===== src/rtl/adc_scan_calibrate_monitor_defines.svh =====
// assertion macros for the adc scan block
`ifndef ADC_SCAN_CALIBRATE_MONITOR_DEFINES_SVH
`define ADC_SCAN_CALIBRATE_MONITOR_DEFINES_SVH

// concurrent check on the rising edge of clk, off during reset
`define ASCM_ASSERT(lbl, prop, msg) \
  lbl: assert property (@(posedge clk) disable iff (rst) prop) else $error(msg);

// implication form of the same check
`define ASCM_ASSERT_IMP(lbl, pre, post, msg) \
  `ASCM_ASSERT(lbl, (pre) |-> (post), msg)

`endif


===== src/rtl/ascm_pkg.sv =====
// ----------------------------------------------------------------------------
// ascm_pkg
// types, constants and codes shared by the adc scan and calibrate block
// ----------------------------------------------------------------------------
package ascm_pkg;

  localparam int NUM_CHANNELS_DEF = 16;

  localparam int MUL_STEPS = 32;
  localparam int DIV_STEPS = 67;

  localparam logic [2:0] CFG_SETTLE   = 3'd0;
  localparam logic [2:0] CFG_OC_LIMIT = 3'd1;
  localparam logic [2:0] CFG_OC_DEB   = 3'd2;
  localparam logic [2:0] CFG_HOLD     = 3'd3;

  localparam logic [3:0]  SETTLE_RST   = 4'd6;
  localparam logic [15:0] OC_LIMIT_RST = 16'd5000;
  localparam logic [7:0]  OC_DEB_RST   = 8'd3;
  localparam logic [7:0]  HOLD_RST     = 8'd20;

  localparam logic [3:0] CH_FIRST   = 4'd1;
  localparam logic [3:0] CH_R_REF   = 4'd10;
  localparam logic [3:0] CH_SKIP    = 4'd11;
  localparam logic [3:0] CH_SUP_HI  = 4'd13;
  localparam logic [3:0] CH_SUP_LO  = 4'd14;
  localparam logic [3:0] CH_R_MEAS  = 4'd15;

  localparam logic [31:0] SPAN_DIV     = 32'd10000000;
  localparam logic [31:0] CUR_MUL      = 32'd100000;
  localparam logic [31:0] CUR_DIV      = 32'd54169;
  localparam logic [31:0] SHUNT_DIV    = 32'd110;
  localparam logic [31:0] RES_MUL      = 32'd1000000;
  localparam logic [31:0] RES_DIV      = 32'd88727;
  localparam logic [31:0] RES_LEAK_MUL = 32'd10;
  localparam logic [31:0] ONE          = 32'd1;
  localparam logic [31:0] INVALID_OHMS = 32'd9999999;

  localparam logic [0:0] OP_CONV = 1'b0;
  localparam logic [0:0] OP_CAL  = 1'b1;

  typedef struct packed {
    logic        opcode;
    logic [23:0] raw_sample;
    logic        power_enable;
    logic [3:0]  cal_channel;
    logic [31:0] cal_zero;
    logic [31:0] cal_span;
  } in_beat_t;

  typedef struct packed {
    logic [3:0]  mux_select;
    logic        sample_stored;
    logic [3:0]  stored_channel;
    logic [31:0] channel_volts;
    logic [31:0] supply_current;
    logic        overcurrent;
    logic [30:0] resistance_ohms;
  } out_beat_t;

  typedef struct packed {
    logic        start;
    logic [33:0] a;
    logic [31:0] b;
    logic [31:0] c;
  } md_req_t;

  typedef struct packed {
    logic        done;
    logic [31:0] result;
  } md_rsp_t;

  typedef enum logic [1:0] {MD_IDLE, MD_MUL, MD_DIV, MD_SAT} md_state_t;

  typedef enum logic [1:0] {ST_IDLE, ST_LOAD, ST_WAIT, ST_FIN} seq_state_t;

  typedef enum logic [2:0] {K_VOLT, K_C1, K_C2, K_R1, K_R2, K_R3} calc_t;

endpackage


===== src/rtl/ascm_muldiv.sv =====
// ----------------------------------------------------------------------------
// ascm_muldiv
// bit-serial round(a * b / c), half away from zero, saturated to 32 bits
// ----------------------------------------------------------------------------
module ascm_muldiv (
  input  logic            clk,
  input  logic            rst,
  input  ascm_pkg::md_req_t req,
  output ascm_pkg::md_rsp_t rsp
);
  import ascm_pkg::*;

  md_state_t   state, state_next;
  logic [6:0]  count;
  logic        neg;
  logic [33:0] ma;
  logic [34:0] hi;
  logic [31:0] lo;
  logic [32:0] den;
  logic [66:0] num;
  logic [32:0] rem;
  logic [34:0] mul_sum;
  logic [33:0] div_t;
  logic        div_ge;
  logic [31:0] sat_val;
  logic        done;
  logic [31:0] result;

  assign rsp.done   = done;
  assign rsp.result = result;

  assign mul_sum = hi + (lo[0] ? {1'b0, ma} : 35'd0);
  assign div_t   = {rem, num[66]};
  assign div_ge  = div_t >= {1'b0, den};

  always_comb begin
    if (neg) begin
      if ((|num[66:32]) || (num[31] && (|num[30:0]))) sat_val = 32'h8000_0000;
      else sat_val = ~num[31:0] + 32'd1;
    end else begin
      if (|num[66:31]) sat_val = 32'h7fff_ffff;
      else sat_val = num[31:0];
    end
  end

  always_comb begin
    state_next = state;
    case (state)
      MD_IDLE: if (req.start) state_next = MD_MUL;
      MD_MUL:  if (count == 7'(MUL_STEPS - 1)) state_next = MD_DIV;
      MD_DIV:  if (count == 7'(DIV_STEPS - 1)) state_next = MD_SAT;
      MD_SAT:  state_next = MD_IDLE;
      default: state_next = MD_IDLE;
    endcase
  end

  always_ff @(posedge clk) begin
    if (rst) begin
      state <= MD_IDLE;
      count <= '0;
      done  <= 1'b0;
    end else begin
      state <= state_next;
      done  <= (state == MD_SAT);
      if (state != state_next) count <= '0;
      else count <= count + 7'd1;
    end
  end

  always_ff @(posedge clk) begin
    case (state)
      MD_IDLE: begin
        neg <= req.a[33] ^ req.b[31];
        ma  <= req.a[33] ? (~req.a + 34'd1) : req.a;
        lo  <= req.b[31] ? (~req.b + 32'd1) : req.b;
        hi  <= '0;
        den <= {req.c, 1'b0};
      end
      MD_MUL: begin
        hi <= {1'b0, mul_sum[34:1]};
        lo <= {mul_sum[0], lo[31:1]};
        if (count == 7'(MUL_STEPS - 1)) begin
          num <= {mul_sum[33:0], lo[31:1], 1'b0} + {35'd0, den[32:1]};
          rem <= '0;
        end
      end
      MD_DIV: begin
        if (div_ge) begin
          rem <= 33'(div_t - {1'b0, den});
          num <= {num[65:0], 1'b1};
        end else begin
          rem <= div_t[32:0];
          num <= {num[65:0], 1'b0};
        end
      end
      MD_SAT:  result <= sat_val;
      default: ;
    endcase
  end

endmodule


===== src/rtl/adc_scan_calibrate_monitor.sv =====
// ----------------------------------------------------------------------------
// adc_scan_calibrate_monitor
// a settling conversion goes straight to its result beat; a stored one first runs
// 1, 3 or 4 multiply-divides in turn through the shared bit-serial unit, each of
// 32 multiply and 67 divide steps; one beat at a time, the input stalls until the
// result beat is loaded into the output register
// reset: synchronous, control registers and tables back to their reset values at once
// ----------------------------------------------------------------------------
module adc_scan_calibrate_monitor #(
  parameter int NUM_CHANNELS = ascm_pkg::NUM_CHANNELS_DEF
) (
  input  logic                clk,
  input  logic                rst,
  input  logic                cfg_write,
  input  logic [2:0]          cfg_index,
  input  logic [15:0]         cfg_data,
  input  logic                in_valid,
  output logic                in_stall,
  input  ascm_pkg::in_beat_t  in_data,
  output logic                out_valid,
  input  logic                out_stall,
  output ascm_pkg::out_beat_t out_data
);
  import ascm_pkg::*;

  `include "adc_scan_calibrate_monitor_defines.svh"

  localparam int CW = $clog2(NUM_CHANNELS);

  logic [3:0]  settle_conversions;
  logic [15:0] overcurrent_limit;
  logic [7:0]  overcurrent_debounce;
  logic [7:0]  power_hold_scans;

  logic [3:0]  current_channel;
  logic [3:0]  settle_left;
  logic        last_power_enable;
  logic [7:0]  power_hold_left;
  logic [7:0]  debounce_left;
  logic        overcurrent_flag;
  logic [31:0] current_reg;
  logic [31:0] resistance_reg;
  logic [31:0] v10, v13, v14, v15;
  logic [31:0] zero_table [NUM_CHANNELS];
  logic [31:0] span_table [NUM_CHANNELS];

  seq_state_t  state, state_next;
  calc_t       step;
  logic        stored;
  logic [19:0] counts;
  logic        pe;
  logic [31:0] volts;
  logic [31:0] m1;
  logic [31:0] i_reg;

  md_req_t     md_req;
  md_rsp_t     md_rsp;

  logic        in_go;
  logic [23:0] raw;
  logic [23:0] raw_adj;
  logic [32:0] diff;
  logic [31:0] diff_sat;
  logic [3:0]  nxt;
  logic [7:0]  hold_tmp;
  logic [7:0]  deb_dec;

  ascm_muldiv u_md (
    .clk (clk),
    .rst (rst),
    .req (md_req),
    .rsp (md_rsp)
  );

  assign in_stall = (state != ST_IDLE);
  assign in_go    = in_valid && !in_stall;
  assign raw      = in_data.raw_sample;
  assign raw_adj  = raw + (raw[23] ? 24'd15 : 24'd0);

  assign diff = {m1[31], m1} - {md_rsp.result[31], md_rsp.result};
  always_comb begin
    if (diff[32] != diff[31]) diff_sat = diff[32] ? 32'h8000_0000 : 32'h7fff_ffff;
    else diff_sat = diff[31:0];
  end

  assign deb_dec = debounce_left - 8'd1;

  always_comb begin
    md_req.start = (state == ST_LOAD);
    md_req.a = '0;
    md_req.b = '0;
    md_req.c = ONE;
    case (step)
      K_VOLT: begin
        md_req.a = {{14{counts[19]}}, counts}
                 - {{2{zero_table[current_channel[CW-1:0]][31]}},
                    zero_table[current_channel[CW-1:0]]};
        md_req.b = span_table[current_channel[CW-1:0]];
        md_req.c = SPAN_DIV;
      end
      K_C1: begin
        md_req.a = {v13[31], v13[31], v13} - {v14[31], v14[31], v14};
        md_req.b = CUR_MUL;
        md_req.c = CUR_DIV;
      end
      K_C2: begin
        md_req.a = {v14[31], v14[31], v14};
        md_req.b = ONE;
        md_req.c = SHUNT_DIV;
      end
      K_R1: begin
        md_req.a = {v15[31], v15[31], v15} - {v10[31], v10[31], v10};
        md_req.b = RES_MUL;
        md_req.c = RES_DIV;
      end
      K_R2: begin
        md_req.a = {v10[31], v10[31], v10};
        md_req.b = RES_LEAK_MUL;
        md_req.c = SHUNT_DIV;
      end
      K_R3: begin
        md_req.a = {v10[31], v10[31], v10};
        md_req.b = RES_MUL;
        md_req.c = i_reg;
      end
      default: ;
    endcase
  end

  always_comb begin
    nxt = current_channel + 4'd1;
    if (nxt == CH_SKIP) nxt = CH_SUP_HI;
    hold_tmp = (pe && !last_power_enable) ? power_hold_scans : power_hold_left;
    if (hold_tmp != 8'd0) begin
      if (nxt < CH_SUP_HI || nxt > CH_SUP_LO) nxt = CH_SUP_HI;
    end
  end

  always_comb begin
    state_next = state;
    case (state)
      ST_IDLE: begin
        if (in_go && in_data.opcode == OP_CONV) begin
          if (settle_left <= 4'd1) state_next = ST_LOAD;
          else state_next = ST_FIN;
        end
      end
      ST_LOAD: state_next = ST_WAIT;
      ST_WAIT: begin
        if (md_rsp.done) begin
          case (step)
            K_VOLT: begin
              if (current_channel == CH_SUP_LO || current_channel == CH_R_MEAS)
                state_next = ST_LOAD;
              else state_next = ST_FIN;
            end
            K_C1:    state_next = ST_LOAD;
            K_C2:    state_next = ST_FIN;
            K_R1:    state_next = ST_LOAD;
            K_R2: begin
              if (diff_sat[31] || diff_sat == 32'd0 || v10[31] || v10 == 32'd0)
                state_next = ST_FIN;
              else state_next = ST_LOAD;
            end
            K_R3:    state_next = ST_FIN;
            default: state_next = ST_FIN;
          endcase
        end
      end
      ST_FIN:  if (!(out_valid && out_stall)) state_next = ST_IDLE;
      default: state_next = ST_IDLE;
    endcase
  end

  always_ff @(posedge clk) begin
    if (rst) begin
      state                <= ST_IDLE;
      settle_conversions   <= SETTLE_RST;
      overcurrent_limit    <= OC_LIMIT_RST;
      overcurrent_debounce <= OC_DEB_RST;
      power_hold_scans     <= HOLD_RST;
      current_channel      <= CH_FIRST;
      settle_left          <= SETTLE_RST;
      last_power_enable    <= 1'b0;
      power_hold_left      <= '0;
      debounce_left        <= OC_DEB_RST;
      overcurrent_flag     <= 1'b0;
      current_reg          <= '0;
      resistance_reg       <= '0;
      v10                  <= '0;
      v13                  <= '0;
      v14                  <= '0;
      v15                  <= '0;
      out_valid            <= 1'b0;
      step                 <= K_VOLT;
      for (int k = 0; k < NUM_CHANNELS; k++) begin
        zero_table[k] <= '0;
        span_table[k] <= '0;
      end
    end else begin
      state <= state_next;
      if (state == ST_FIN && !(out_valid && out_stall)) out_valid <= 1'b1;
      else if (out_valid && !out_stall) out_valid <= 1'b0;

      if (cfg_write) begin
        case (cfg_index)
          CFG_SETTLE:   settle_conversions   <= cfg_data[3:0];
          CFG_OC_LIMIT: overcurrent_limit    <= cfg_data;
          CFG_OC_DEB:   overcurrent_debounce <= cfg_data[7:0];
          CFG_HOLD:     power_hold_scans     <= cfg_data[7:0];
          default: ;
        endcase
      end

      case (state)
        ST_IDLE: begin
          if (in_go) begin
            if (in_data.opcode == OP_CAL) begin
              zero_table[in_data.cal_channel[CW-1:0]] <= in_data.cal_zero;
              span_table[in_data.cal_channel[CW-1:0]] <= in_data.cal_span;
            end else begin
              counts <= raw_adj[23:4];
              pe     <= in_data.power_enable;
              step   <= K_VOLT;
              volts  <= '0;
              stored <= (settle_left <= 4'd1);
            end
          end
        end
        ST_WAIT: begin
          if (md_rsp.done) begin
            case (step)
              K_VOLT: begin
                volts <= md_rsp.result;
                if (current_channel == CH_R_REF)  v10 <= md_rsp.result;
                if (current_channel == CH_SUP_HI) v13 <= md_rsp.result;
                if (current_channel == CH_SUP_LO) v14 <= md_rsp.result;
                if (current_channel == CH_R_MEAS) v15 <= md_rsp.result;
                step <= (current_channel == CH_SUP_LO) ? K_C1 : K_R1;
              end
              K_C1: begin
                m1   <= md_rsp.result;
                step <= K_C2;
              end
              K_C2: begin
                current_reg <= diff_sat;
                if ($signed(diff_sat) > $signed({16'd0, overcurrent_limit})) begin
                  debounce_left <= deb_dec;
                  if (deb_dec == 8'd0) overcurrent_flag <= 1'b1;
                end else begin
                  debounce_left    <= overcurrent_debounce;
                  overcurrent_flag <= 1'b0;
                end
              end
              K_R1: begin
                m1   <= md_rsp.result;
                step <= K_R2;
              end
              K_R2: begin
                i_reg <= diff_sat;
                step  <= K_R3;
                if (diff_sat[31] || diff_sat == 32'd0 || v10[31] || v10 == 32'd0)
                  resistance_reg <= INVALID_OHMS;
              end
              K_R3: resistance_reg <= md_rsp.result;
              default: ;
            endcase
          end
        end
        ST_FIN: begin
          if (!(out_valid && out_stall)) begin
            if (stored) begin
              last_power_enable <= pe;
              power_hold_left   <= (hold_tmp != 8'd0) ? hold_tmp - 8'd1 : hold_tmp;
              current_channel   <= nxt;
              settle_left       <= settle_conversions;
            end else begin
              settle_left <= settle_left - 4'd1;
            end
            out_data.mux_select      <= stored ? nxt : current_channel;
            out_data.sample_stored   <= stored;
            out_data.stored_channel  <= current_channel;
            out_data.channel_volts   <= volts;
            out_data.supply_current  <= current_reg;
            out_data.overcurrent     <= overcurrent_flag;
            out_data.resistance_ohms <= resistance_reg[30:0];
          end
        end
        default: ;
      endcase
    end
  end

  `ASCM_ASSERT_IMP(a_idle_volts, out_valid && !out_data.sample_stored, out_data.channel_volts == 32'd0, "volts on a settling beat")
  `ASCM_ASSERT_IMP(a_no_skip_sel, out_valid, out_data.mux_select != CH_SKIP && out_data.mux_select != 4'd12, "skipped channel selected")
  `ASCM_ASSERT_IMP(a_md_only_wait, md_rsp.done, state == ST_WAIT, "divider result outside wait")

endmodule


===== config.mk =====
export PLATFORM = sky130hd
export DESIGN_NAME = adc_scan_calibrate_monitor
export DESIGN_NICKNAME = d
export VERILOG_FILES = /design/src/rtl/ascm_pkg.sv /design/src/rtl/ascm_muldiv.sv /design/src/rtl/adc_scan_calibrate_monitor.sv
export VERILOG_INCLUDE_DIRS = /design/src /design/src/rtl
export SDC_FILE = /design/constraint.sdc
export NUM_CORES = 2
export LEC_CHECK = 0
export ABC_CLOCK_PERIOD_IN_PS = 9900
export BUFFER_PORTS_ARGS = -buffer_cell sky130_fd_sc_hd__buf_4
export CORE_ASPECT_RATIO = 0.7
export CORE_MARGIN = 2
export CORE_UTILIZATION = 40
export DETAILED_ROUTE_END_ITERATION = 7
export GPL_ROUTABILITY_DRIVEN = 0
export HOLD_SLACK_MARGIN = 0.02
export PLACE_DENSITY = 0.62
export SETUP_SLACK_MARGIN = 0.5
export SYNTH_ARGS = -nofsm -noshare
export SYNTH_HDL_FRONTEND = slang
export SYNTH_SLANG_ARGS = --single-unit

===== constraint.sdc =====
create_clock -name clk -period 9.9 [get_ports clk]
set_input_delay 0.99 -clock clk [delete_from_list [all_inputs] [get_ports clk]]
set_output_delay 0.99 -clock clk [all_outputs]
set_load 0.02 [all_outputs]

**Word-level counts from Yosys, hierarchy flattened**

Memory sizes are Yosys's and may differ from the RTL's. A register that Yosys moved wholly into a read port is not among the register bits.
Index checks and enable logic that the tools add are counted.

- Memories kept: 2
- Word-level logic and storage cells: 238
- Input bits: 118
- Register bits: 758
- Output and inout port bits: 107
- Bits in writable memories: 1024

- Bitwise logic cells: 7
- Multiplexer cells: 72
- Add/subtract/negate cells: 16
- $lt $le $gt $ge: 5
- Equal/unequal tests: 33
- Reduce and logical (&&, ||, !) cells: 59

Memories:

| memory | words | bits a word | rd ports | clocked after Yosys merged registers in | wr ports | line | text |
|---|---|---|---|---|---|---|---|
| span_table | 16 | 32 | 1 | 1 | 16 | adc_scan_calibrate_monitor.sv:45 | `logic [31:0] span_table [NUM_CHANNELS];` |
| zero_table | 16 | 32 | 1 | 1 | 16 | adc_scan_calibrate_monitor.sv:44 | `logic [31:0] zero_table [NUM_CHANNELS];` |

Operator list:

| kind | number |
|---|---|
| $pmux 98 s6 | 1 |
| $mux 32 | 12 |
| $pmux 67 s2 | 1 |
| $pmux 32 s2 | 2 |
| $mux 33 | 3 |
| $sub 32x32->33 | 3 |
| $pmux 35 s2 | 1 |
| $add 66x32->67 | 1 |
| $mux 67 | 1 |
| $pmux 33 s2 | 1 |
| $add 32x1->32 const B | 2 |
| $logic_not 32->1 | 2 |
| $not 32->32 | 2 |
| $reduce_or 32->1 | 2 |
| $pmux 31 s2 | 1 |
| $mux 4 | 12 |
| $reduce_and 4->1 | 9 |
| $reduce_or 36->1 | 1 |
| $add 35x35->35 | 1 |
| $reduce_or 35->1 | 1 |
| $add 34x1->34 const B | 1 |
| $ge 34x33->1 | 1 |
| $mux 34 | 1 |
| $not 34->34 | 1 |
| other kinds (49) | 129 |

**Logic depth before layout (Yosys ltp)**

- Word-level depth: 11
- Mapped depth: 29
- Depth with buffers taken out: 25

**By module**

A second synthesis with hierarchy kept.

- Cells, all modules: 7585
- Area, all modules: 90820.9 µm²

Modules (own cells, without submodules):

| module | instances | area each (µm²) | cells an instance | sequential area each (µm²) |
|---|---|---|---|---|
| adc_scan_calibrate_monitor | 1 | 72269.3 | 5634 | 42711.0 |
| ascm_muldiv | 1 | 18551.5 | 1951 | 8157.8 |

**Worst setup path after synthesis**

Ideal clock, no wire load.

- Path type: reg-to-reg
- Start: reg with a tool-made name
- End: reg u_md.ma[31] (data pin)
- Setup slack: 2.744 ns
- Cell stages (with the launch flop): 27
- Setup time: 0.261 ns
- Data arrival time: 6.895 ns
- Period minus slack after synthesis: 7.156 ns
- Path through: dfxtp_1 > clkbuf_1 > buf_2 > buf_4 > buf_4 > buf_4 > buf_2 > buf_4 > buf_4 > clkbuf_1 > buf_2 > mux4_2 > mux4_2 > inv_1 > ha_1 > a211oi_1 > nor2_1 > o31ai_1 > nand2_1 > mux2_2 > nor3_1 > o211a_1 > nand4_1 > nor4_1 > nor3b_1 > a41oi_1 > xnor2_1

RTL lines:

| what | line | text |
|---|---|---|
| end signal: assignment | ascm_muldiv.sv:74 | `ma <= req.a[33] ? (~req.a + 34'd1) : req.a;` |
| end: declaration | ascm_muldiv.sv:16 | `logic [33:0] ma;` |

==> metrics.txt <==
Synth Cell Area=91,400 µm²; vias in the first global route=60,954; chip height=404 µm; Layout Nets=8,202; slew of the pin with the lowest slew margin=1.31 ns; TNS Setup=0 ns; Final setup viols=0; worst skew pair latency=0.88 ns; CTS tree=yes; Final Hold Fails=0; Hold WC Path Type=in2reg; Synth Area in Adders=0.0367; Root Buffer=clkbuf_16; Antenna Nets Post-Route=0; GRT Overall Usage=0.252; dpl ws=2.92 ns; Commonest cells post-synth=edfxtp_1, and2_1, nand2_1, a21oi_1, clkbuf_1; Worst Skew=0.102 ns; EDFF count, synth=1,512; most frequent cell after synthesis=edfxtp_1; setup slack after layout=2.88 ns; Top FF cell, synth=edfxtp_1; Power Density=168 nW/µm²; Clock Sink Count=1,785; Setup crit end kind=flip-flop; clk slew on worst S/H paths=0.06 ns; largest net degree at the start of global routing=105; sequential area share after synthesis=0.557; Mapped Cells=7,765; global-route wire length before repair=431,000 µm; buffers added on ports=224; syn avg cell area=11.8 µm²; layout cells sized above 1=0.135; worst-path cell with the longest stage delay=dfxtp_4; crit-path leading delay family=compound AO/OA/AOI/OAI gates; number of placed I/O pins=225; max-slew violation count=0; Cell Chain, Critical Path=buf_4 > mux4_2 > mux4_2 > inv_1 > ha_1 > a211oi_1 > nor2_1 > o31ai_1 > nand3_1 > a31oi_1 > xnor2_1 > a211oi_1 > nand4_1 > nor4_1 > nor3b_1 > a41oi_1 > xnor2_1; largest family of logic cells by synthesized area=simple AND/OR/NAND/NOR gates; top cells by area, synth=edfxtp_1, mux4_2, and2_1, dfxtp_1, ha_1; Max Cap Viol=0; yosys warns=0; Worst EP required=10.50 ns; area grow syn2layout=11.8%; synthesized flop and latch total=1,785; fin crit share=0.709; Final Critical Period=7.02 ns; Tot Pwr=17.2 mW; antenna violations before repair=31; worst-path fanout max=38; RSZ-0062 raised after global routing=false; Lkg Pwr=37.5 nW; total gr overflow=0; Compound-Gate Fraction of Synth Area=0.0978; fmax=142 MHz; CP Class=reg2reg; Setup Buffers After CTS=0; Num CTS Buffers=187; Slew HR=0.126; Iter 0 DRT Violations=8,904; site row count=146; asr flop ratio synth=0; First-pass DRT Iterations=6; multiplexer share of the synthesized area=0.0862; final wirelength=299,000 µm; Peak VDD IR=0.000138 V; biggest regs=span_table: 512 flops, zero_table: 512 flops, out_data: 105 flops; Post-Synth Simple-Gate Area=0.164; die area=232,000 µm²; Vias/cell=5.90; Unique masters post-synth=96; CP max stage delay=0.85 ns; hpwl dp=195,000 µm; H-tree Lvls=4; post-synthesis xor/xnor area fraction=0.0261; via count=64,924; area share of the largest cell type after synthesis=0.497; run status=completed; Die Width=575 µm; Post-Syn Nets=8,147; CP Launch Type=flip-flop; Worst EP arrival=7.63 ns; Initial Util=0.403; hold buffer count at cts=0; PostCTS Resize Cnt=0; Avg WL per Cell=27.1 µm; deepest clock path buffer count=4; Placeable Area=227,000 µm²; worst path buffer plus inverter count=2; DRC Markers=0; post-synth top area cell=edfxtp_1
-- stage by stage --
stage / hold slack, ns / instances / util / instance area (µm²)
final: 0.364 / 11012 / 0.451 / 102000
after global routing: 0.338 / 11008 / 0.451 / 102000
after CTS: 0.320 / 11001 / 0.450 / 102000
after detailed placement: 0.405 / 10665 / 0.425 / 96300
after global placement: 0.405 / 10665 / 0.425 / 96300
after floorplan: 0.400 / 7765 / - / 91400
-- layout make-up --
type                            instances  area, µm²
Antenna cell                           11       27.5
Clock inverter                         95        746
Clock buffer                          241       5060
Tap cell                             3034       3800
Inverter                              291       1090
Timing Repair Buffer                  348       2620
Fill cell                           20272     125000
Multi-Input combinational cell       5207      37900
Sequential cell                      1785      50900
-- layout by cell type, fill, tap and decap left out, drive strengths merged, types with 25 or more instances in the layout --
master,instances
edfxtp,1512
and2,1135
nand2,736
a21oi,491
nor2,412
buf,347
mux4,316
inv,299
o21ai,292
dfxtp,273
ha,257
clkbuf,242
xnor2,159
nor3,134
xor2,113
a21o,110
nand3,97
a31oi,70
a211oi,69
clkinv,68
mux2i,66
nand4,50
and3,49
o21a,45
or3,40
o211ai,39
nand2b,38
nor2b,35
nor4,34
o311ai,30
o31ai,26
o21bai,25
-- kinds of logic after synthesis --
kind of cell / count (synthesis)
flip-flops: 1785
buffers and inverters: 773
AND/OR/NAND/NOR: 2861
other: 1
adder cells (fa/ha/maj): 264
multiplexers: 391
AO/OA/AOI/OAI: 1418
XOR/XNOR: 272
-- path summary, 6_finish.rpt --
| kind | cells past startpoint | start | end | slack, ns |
|---|---|---|---|---|
| setup / recovery | 17 | flip-flop | u_md.ma[31] | 2.88 |
| hold / removal | 1 | in_data[68] | pe | 0.36 |
| setup reg to reg | 17 | flip-flop | u_md.ma[31] | 2.88 |
| hold reg to reg | 0 | current_reg[18] | out_data[50] | 0.41 |
-- per-layer routing --
layer / track usage / up-vias / part of all wire
met2: 0.366 / 3510 / 0.43
met1: 0.367 / 32413 / 0.42
met5: 0.00517 / - / 0.00089
met4: 0.0799 / 16 / 0.033
met3: 0.0644 / 542 / 0.12
li1: - / 28443 / -
-- report_power, final --
group / leakage (nW) / switching [mW] / internal [mW] / total, mW
Combinational: 17.4 / 1.04 / 0.565 / 1.61
Clock: 2.84 / 3.05 / 3.84 / 6.89
Sequential: 17.3 / 0.195 / 8.46 / 8.66
Power figures use the tool's default switching activity.
